===== config.mk =====
export PLATFORM = sky130hd
export DESIGN_NAME = ptd_chain
export DESIGN_NICKNAME = d
export VERILOG_FILES = /design/src/rtl/ptd_pkg.sv /design/src/rtl/ptd_cell.sv /design/src/rtl/ptd_chain.sv
export SDC_FILE = /design/constraint.sdc
export NUM_CORES = 2
export LEC_CHECK = 0
export ABC_CLOCK_PERIOD_IN_PS = 3600
export BUFFER_PORTS_ARGS = -buffer_cell sky130_fd_sc_hd__buf_2
export CORE_UTILIZATION = 35
export CTS_CLUSTER_DIAMETER = 40
export CTS_CLUSTER_SIZE = 20
export DETAILED_ROUTE_END_ITERATION = 6
export GPL_TIMING_DRIVEN = 1
export SETUP_SLACK_MARGIN = 0.05
export SLEW_MARGIN = 10
export SYNTH_ARGS = -nofsm -noshare
export SYNTH_HDL_FRONTEND = slang
export SYNTH_SLANG_ARGS = --single-unit

===== constraint.sdc =====
create_clock -name clock -period 3.6 [get_ports clock]
set_clock_uncertainty 0.05 [all_clocks]
set_input_delay 0.54 -clock clock [delete_from_list [all_inputs] [get_ports clock]]
set_output_delay 0.54 -clock clock [all_outputs]
set_load 0.02 [all_outputs]

===== src/rtl/ptd_pkg.sv =====
// Shared types and constants of the trial-division prime test unit.
package ptd_pkg;

   localparam int NUMBER_W           = 30;
   // Wide enough for the 8192nd prime (84017).
   localparam int PRIME_W            = 17;
   localparam int SQ_W               = 2 * PRIME_W;
   localparam int NUM_PRIMES_DEFAULT = 4096;
   localparam int FIRST_PRIME        = 2;
   localparam int FIRST_CANDIDATE    = 3;
   localparam int MIN_PRIME_NUMBER   = 2;

   typedef enum logic [2:0] {
      ST_SEED,
      ST_CAND_RUN,
      ST_IDLE,
      ST_TEST_RUN,
      ST_TEST_END
   } ptd_state_type;

   typedef struct packed {
      logic empty;
      logic hit;
   } ptd_chain_status_type;

endpackage


===== src/rtl/ptd_cell.sv =====
// One restoring-division step: shift in a dividend bit, subtract the divisor if it fits.
module ptd_cell (
   input  logic                         clock,
   input  logic                         reset,
   input  logic                         in_valid,
   input  logic [ptd_pkg::PRIME_W-1:0]  in_rem,
   input  logic [ptd_pkg::PRIME_W-1:0]  in_div,
   input  logic                         in_bit,
   output logic                         out_valid,
   output logic [ptd_pkg::PRIME_W-1:0]  out_rem,
   output logic [ptd_pkg::PRIME_W-1:0]  out_div
);
   import ptd_pkg::*;

   logic                 valid_ff;
   logic [PRIME_W-1:0]   rem_ff;
   logic [PRIME_W-1:0]   div_ff;
   logic [PRIME_W:0]     shifted;
   logic [PRIME_W-1:0]   rem_in;

   always_comb begin
      shifted = {in_rem, in_bit};
      if (shifted >= {1'b0, in_div}) begin
         rem_in = PRIME_W'(shifted - {1'b0, in_div});
      end else begin
         rem_in = shifted[PRIME_W-1:0];
      end
   end

   always_ff @(posedge clock) begin
      if (reset) begin
         valid_ff <= 1'b0;
      end else begin
         valid_ff <= in_valid;
      end
   end

   always_ff @(posedge clock) begin
      rem_ff <= rem_in;
      div_ff <= in_div;
   end

   assign out_valid = valid_ff;
   assign out_rem   = rem_ff;
   assign out_div   = div_ff;

endmodule


===== src/rtl/ptd_chain.sv =====
// Row of division cells producing dividend mod prime, one prime entering per cycle.
module ptd_chain (
   input  logic                                clock,
   input  logic                                reset,
   input  logic                                inj_valid,
   input  logic [ptd_pkg::PRIME_W-1:0]         inj_div,
   input  logic [ptd_pkg::NUMBER_W-1:0]        dividend,
   output ptd_pkg::ptd_chain_status_type       status
);
   import ptd_pkg::*;

   localparam int CELLS = NUMBER_W;
   localparam int CNT_W = $clog2(CELLS + 1);

   logic [CELLS:0]       valid_w;
   logic [PRIME_W-1:0]   rem_w [CELLS+1];
   logic [PRIME_W-1:0]   div_w [CELLS+1];
   logic [CNT_W-1:0]     count_ff;
   logic [CNT_W-1:0]     count_in;
   logic                 exit_valid;

   assign valid_w[0] = inj_valid;
   assign rem_w[0]   = '0;
   assign div_w[0]   = inj_div;

   for (genvar i = 0; i < CELLS; i++) begin : g_cell
      ptd_cell u_cell (
         .clock     (clock),
         .reset     (reset),
         .in_valid  (valid_w[i]),
         .in_rem    (rem_w[i]),
         .in_div    (div_w[i]),
         .in_bit    (dividend[CELLS-1-i]),
         .out_valid (valid_w[i+1]),
         .out_rem   (rem_w[i+1]),
         .out_div   (div_w[i+1])
      );
   end

   assign exit_valid = valid_w[CELLS];

   // Track requests in flight so the controller knows when the row has drained.
   always_comb begin
      count_in = count_ff;
      if (inj_valid && !exit_valid) begin
         count_in = count_ff + CNT_W'(1);
      end else if (!inj_valid && exit_valid) begin
         count_in = count_ff - CNT_W'(1);
      end
   end

   always_ff @(posedge clock) begin
      if (reset) begin
         count_ff <= '0;
      end else begin
         count_ff <= count_in;
      end
   end

   assign status.empty = (count_ff == '0);
   assign status.hit   = exit_valid && (rem_w[CELLS] == '0);

endmodule


# ---- Word level (Yosys, flattened, before mapping)
# Index checks and enable logic that the tools add are counted.
dict set report totals {
  reg_bits 1038
  inputBits 50
  output_inout_bits 2
  elab_cells 193
}
dict set report classes {
  n_addsub 32
  n_lt_le_gt_ge 30
  mux 32
  reduce_logical 8
}
# cell count
set ops {}
lappend ops {{$ge 18x17->1} 29}
lappend ops {{$mux 17} 29}
lappend ops {{$sub 17x17->17} 29}
lappend ops {{$ge 1x17->1} 1}
lappend ops {{$logic_not 17->1} 1}
lappend ops {{$sub 1x17->17} 1}
lappend ops {{$mux 5} 2}
lappend ops {{$add 5x1->5 const B} 1}
lappend ops {{$logic_not 5->1} 1}
lappend ops {{$sub 5x1->5 const B} 1}
lappend ops {{$logic_and 1x1->1} 3}
lappend ops {{$logic_not 1->1} 2}
lappend ops {{$reduce_bool 2->1} 1}
lappend ops {{$mux 1} 1}

# ---- Depth between registers and ports, before layout
dict set report depth {
  depth_word 4
  mapped_depth 13
  mapped_depth_nobuf 12
}

# ---- Hierarchy
# A second synthesis with hierarchy kept.
dict set report unflattened {
  cells_unflattened 5956
  area_unflattened_um2 58259.6
}
# mod instances cells_per_inst area_each_um2 seq_area_each_um2
set modules_own_cells {}
lappend modules_own_cells {ptd_cell 30 197 1929.4 700.7}
lappend modules_own_cells {ptd_chain 1 46 379.1 100.1}

# ---- Worst setup path after synthesis
# OpenSTA, ideal clock, no wires.
dict set report synth_timing {
  path_type {input to register}
  start {in dividend[10] in the netlist's numbering}
  end {reg g_cell[19].u_cell.rem_ff[10]}
  setup_time_ns 0.121
  arrival_time_ns 3.297
  required_time_ns 3.429
  path_slack_ns 0.132
  stages 13
  path_buffers 1
  cell_sequence {inv_1 > ha_1 > inv_1 > fa_1 > a211oi_1 > o21ai_0 > a21oi_1 > o21ai_1 > a21oi_1 > a21oi_1 > a2111oi_4 > buf_6 > mux2_2}
}
dict set report synth_via {
  elab_chain_len 2
  elab_cells_between_ends 3
  cone_classes {add/sub (1); order compare (1); mux (1)}
}
# element line_no
set synth_lines {}
lappend synth_lines {{start: declaration} ptd_chain.sv:7} ;# input logic [ptd_pkg::NUMBER_W-1:0] dividend,
lappend synth_lines {{$sub 17x17->17 or $ge 18x17->1 (tied branches)} {ptd_cell.sv:24, ptd_cell.sv:23}}
lappend synth_lines {{$mux 17 (*)} ptd_cell.sv:23} ;# if (shifted >= {1'b0, in_div}) begin
lappend synth_lines {{via g_cell[19].u_cell.rem_in[10]} ptd_cell.sv:19} ;# logic [PRIME_W-1:0] rem_in;
lappend synth_lines {{end signal: assignment} ptd_cell.sv:39} ;# rem_ff <= rem_in;
lappend synth_lines {{end: declaration} ptd_cell.sv:16} ;# logic [PRIME_W-1:0] rem_ff;
# Mark *: on every way through the listed nets, which the timed path passes. The rest lies on a longest branch.
# A chain may end at the register's enable or synchronous reset.

# ---- Final worst setup path
dict set report layout_timing {
  start {in dividend[7] in the netlist's numbering}
  end {reg g_cell[22].u_cell.rem_ff[3]}
}
dict set report layout_via {
  elab_chain_len 2
  elab_cells_between_ends 3
  cone_classes {add/sub (1); order compare (1); mux (1)}
}
# element line_no
set layout_lines {}
lappend layout_lines {{$sub 17x17->17 or $ge 18x17->1 (tied branches)} {ptd_cell.sv:24, ptd_cell.sv:23}}
lappend layout_lines {{$mux 17 (*)} ptd_cell.sv:23}
lappend layout_lines {{via g_cell[22].u_cell.rem_in[3]} ptd_cell.sv:19}
lappend layout_lines {{end signal: assignment} ptd_cell.sv:39}
lappend layout_lines {{end: declaration} ptd_cell.sv:16}
# Marks and branches as above.

==> results.sh <==
export IMPL_status="complete, no violations"
export IMPL_min_path_type="in2reg"
export IMPL_drcViolationCount=0
export IMPL_yosysTopAreaCell="dfxtp_1"
export IMPL_antenna_cells=0
export IMPL_portBuffers=51
export IMPL_critPathArrivalTime_ns=3.91
export IMPL_final_cell_mix="dfxtp_1, inv_1, ha_1"
export IMPL_grt_overflow=0
export IMPL_swShare_pct=35.3
export IMPL_leakagePower_nw=27.4
export IMPL_critical_path_class="in2reg"
export IMPL_grt_first_pass_wirelength_um=185000
export IMPL_tightest_slew_ns=1.09
export IMPL_initial_core_util_pct=35.4
export IMPL_die_h_um=384
export IMPL_crit_path_start_kind="primary input"
export IMPL_wire_per_inst_um=14.7
export IMPL_syn_area_per_cell_um2=9.45
export IMPL_syn_cell_area_um2=51100
export IMPL_relSlewSlack_pct=27.5
export IMPL_yosysWarnings=0
export IMPL_die_x_um=384
export IMPL_layout_commonest_cell="dfxtp_1"
export IMPL_p_seq_share_pct=30.4
export IMPL_synth_area_leaders="dfxtp_1, ha_1, mux2_2, inv_1, a21oi_1"
export IMPL_synth_top_area_share_pct=40.6
export IMPL_htree_levels=4
export IMPL_hpwl_um=87000
export IMPL_cts_sinks=1038
export IMPL_whs_ns=0.0459
export IMPL_drt_pass1_iter_count=5
export IMPL_first_iter_violations=1968
export IMPL_grt_usage_pct=15.2
export IMPL_clkLatencyLatePin_ns=0.79
export IMPL_critical_path_endpoint_type="flip-flop"
export IMPL_core_um2=144000
export IMPL_p_total_w=0.0515
export IMPL_synth_distinct_cells=83
export IMPL_layout_drive_gt1_share_pct=12.8
export IMPL_synthFlopType="dfxtp_1"
export IMPL_layout_min_cycle_time_ns=3.32
export IMPL_dieArea_um2=148000
export IMPL_p_per_area_nw_per_um2=860
export IMPL_max_freq_mhz=301
export IMPL_maxCapViolCount=0
export IMPL_finalHoldViolations=0
export IMPL_cts_tree="built"
export IMPL_io_pins=52
export IMPL_synthCells=5409
export IMPL_clockBufferDepth=3
export IMPL_grt_max_degree=36
export IMPL_peakVddDrop_uv=442
export IMPL_antenna_left=0
export IMPL_syn_to_final_growth_pct=17.1
export IMPL_required_ns=4.19
export IMPL_path_max_fanout=17
export IMPL_setup_viol=0
export IMPL_ys_seq_elements=1038
export IMPL_rsz0062_at_grt="false"
export IMPL_setup_tns_ns=0
export IMPL_intPower_w=0.0333
export IMPL_via_count=37400
export IMPL_clock_power_share_pct=29.0
export IMPL_async_flop_share_pct=0
export IMPL_cts_root_buf="clkbuf_16"
export IMPL_synth_nets=5988
export IMPL_synth_edf_count=0
export IMPL_cts_buffers=148
export IMPL_rows=139
export IMPL_combPwrFrac_pct=40.6
export IMPL_drv_slew=0
export IMPL_cts_clk_slew_worst_paths_ns=0.06
export IMPL_yosysSeqAreaShare_pct=40.6
export IMPL_p_switching_w=0.0182
export IMPL_routabilityCongestion=0.848
export IMPL_routed_via_density=4.88
export IMPL_routed_wl_um=112000
export IMPL_period_share_pct=92.1
export IMPL_fillers=14100
export IMPL_layout_nets=6220
export IMPL_antenna_found_initial=1
export IMPL_grt_pass1_vias=37100
## worst max-delay path, stage by stage
cell	delay [ns]
dlygate4sd3_1	0.53
buf_2	0.12
inv_1	0.06
ha_1	0.17
inv_1	0.06
fa_1	0.42
a211oi_1	0.26
nor2_1	0.11
o21a_1	0.19
o311a_1	0.30
o31ai_1	0.25
a21oi_1	0.14
nor4_4	0.20
buf_12	0.20
mux2_2	0.34
## logic make-up after synthesis
| family | after synthesis | share of synthesized area [%] |
|---|---|---|
| adder cells (fa/ha/maj) | 529 | 13.4 |
| XOR/XNOR | 384 | 6.58 |
| buffers and inverters | 689 | 5.21 |
| multiplexers | 327 | 7.13 |
| AND/OR/NAND/NOR | 1089 | 10.1 |
| flip-flops | 1038 | 40.6 |
| AO/OA/AOI/OAI | 1353 | 17.0 |
## final timing paths
path / from / endpoint / slack [ns] / cells after the start
worst min-delay path: dividend[15] / g_cell[14].u_cell.out_rem[0] / 0.05 / 3
worst max register to register: g_cell[2].u_cell.out_div[0] / g_cell[3].u_cell.out_rem[16] / 0.34 / 12
worst max-delay path: dividend[7] / g_cell[22].u_cell.out_rem[3] / 0.28 / 15
worst min register to register: g_cell[7].u_cell.out_div[4] / g_cell[8].u_cell.out_div[4] / 0.29 / 0
## cells in the mapped netlist (all sizes together) (17+ instances only)
library cell  number
dfxtp           1038
inv              604
ha               499
a21oi            423
nor2             332
o21ai            309
mux2             298
nand2            293
xnor2            225
a21o             159
xor2             159
nor2b             81
o21a              81
nand3             73
nand4             69
nor3              65
clkbuf            63
a31oi             61
a211oi            58
nand2b            58
o21bai            54
fa                30
mux2i             29
o211ai            28
or3               24
and3              22
buf               21
o31a              21
o31ai             18
nor4              17
## layout make-up
class                           instances  area, um2  share of cell area, %
Clock inverter                        106       1400                   2.33
Multi-Input combinational cell       3682      27700                   46.3
Clock buffer                          168       3910                   6.53
Sequential cell                      1038      20800                   34.7
Timing Repair Buffer                  166       1390                   2.32
Tap cell                             1903       2380                   3.98
Inverter                              605       2270                   3.79
## power groups by stage
stage	clock (W)	combinational (W)	sequential [W]
final	0.0150	0.0209	0.0156
after global routing	0.0159	0.0233	0.0159
after CTS	0.0154	0.0208	0.0157
after detailed placement	0	0.0205	0.0159
after global placement	0	0.0203	0.0160
after floorplan	0	0.0167	0.0151
## per-layer routing
metal	wire, um	global-route usage (%)
met1	51700	18.9
met2	53700	26.2
met3	4040	2.61
met4	3040	5.58
met5	7	0
## through the flow
stage | cell area, um2 | std cells | util, % | setup slack [ns]
after floorplan | 51100 | 5409 | - | 0.132
final | 59900 | 7668 | 41.5 | 0.283
after global placement | 54100 | 7352 | 37.5 | -0.0263
after CTS | 59800 | 7667 | 41.5 | 0.308
after global routing | 59900 | 7668 | 41.5 | 0.0389
after detailed placement | 54100 | 7352 | 37.5 | -0.0809
## state kept, by name, indices dropped and copies added, names as in the netlist
register                 flops
count_ff                     5
g_cell.u_cell.out_rem      510
g_cell.u_cell.out_valid     30
g_cell.u_cell.out_div      493
## timing repair
item / in CTS / in global routing
endpoints found under the hold margin: 41 / 0
hold buffers: 41 / 0
buffers inserted: 0 / 1
endpoints found under the setup margin: 0 / 36
resized for setup: 0 / 4
Note: power is estimated with default switching activity, not from simulation.
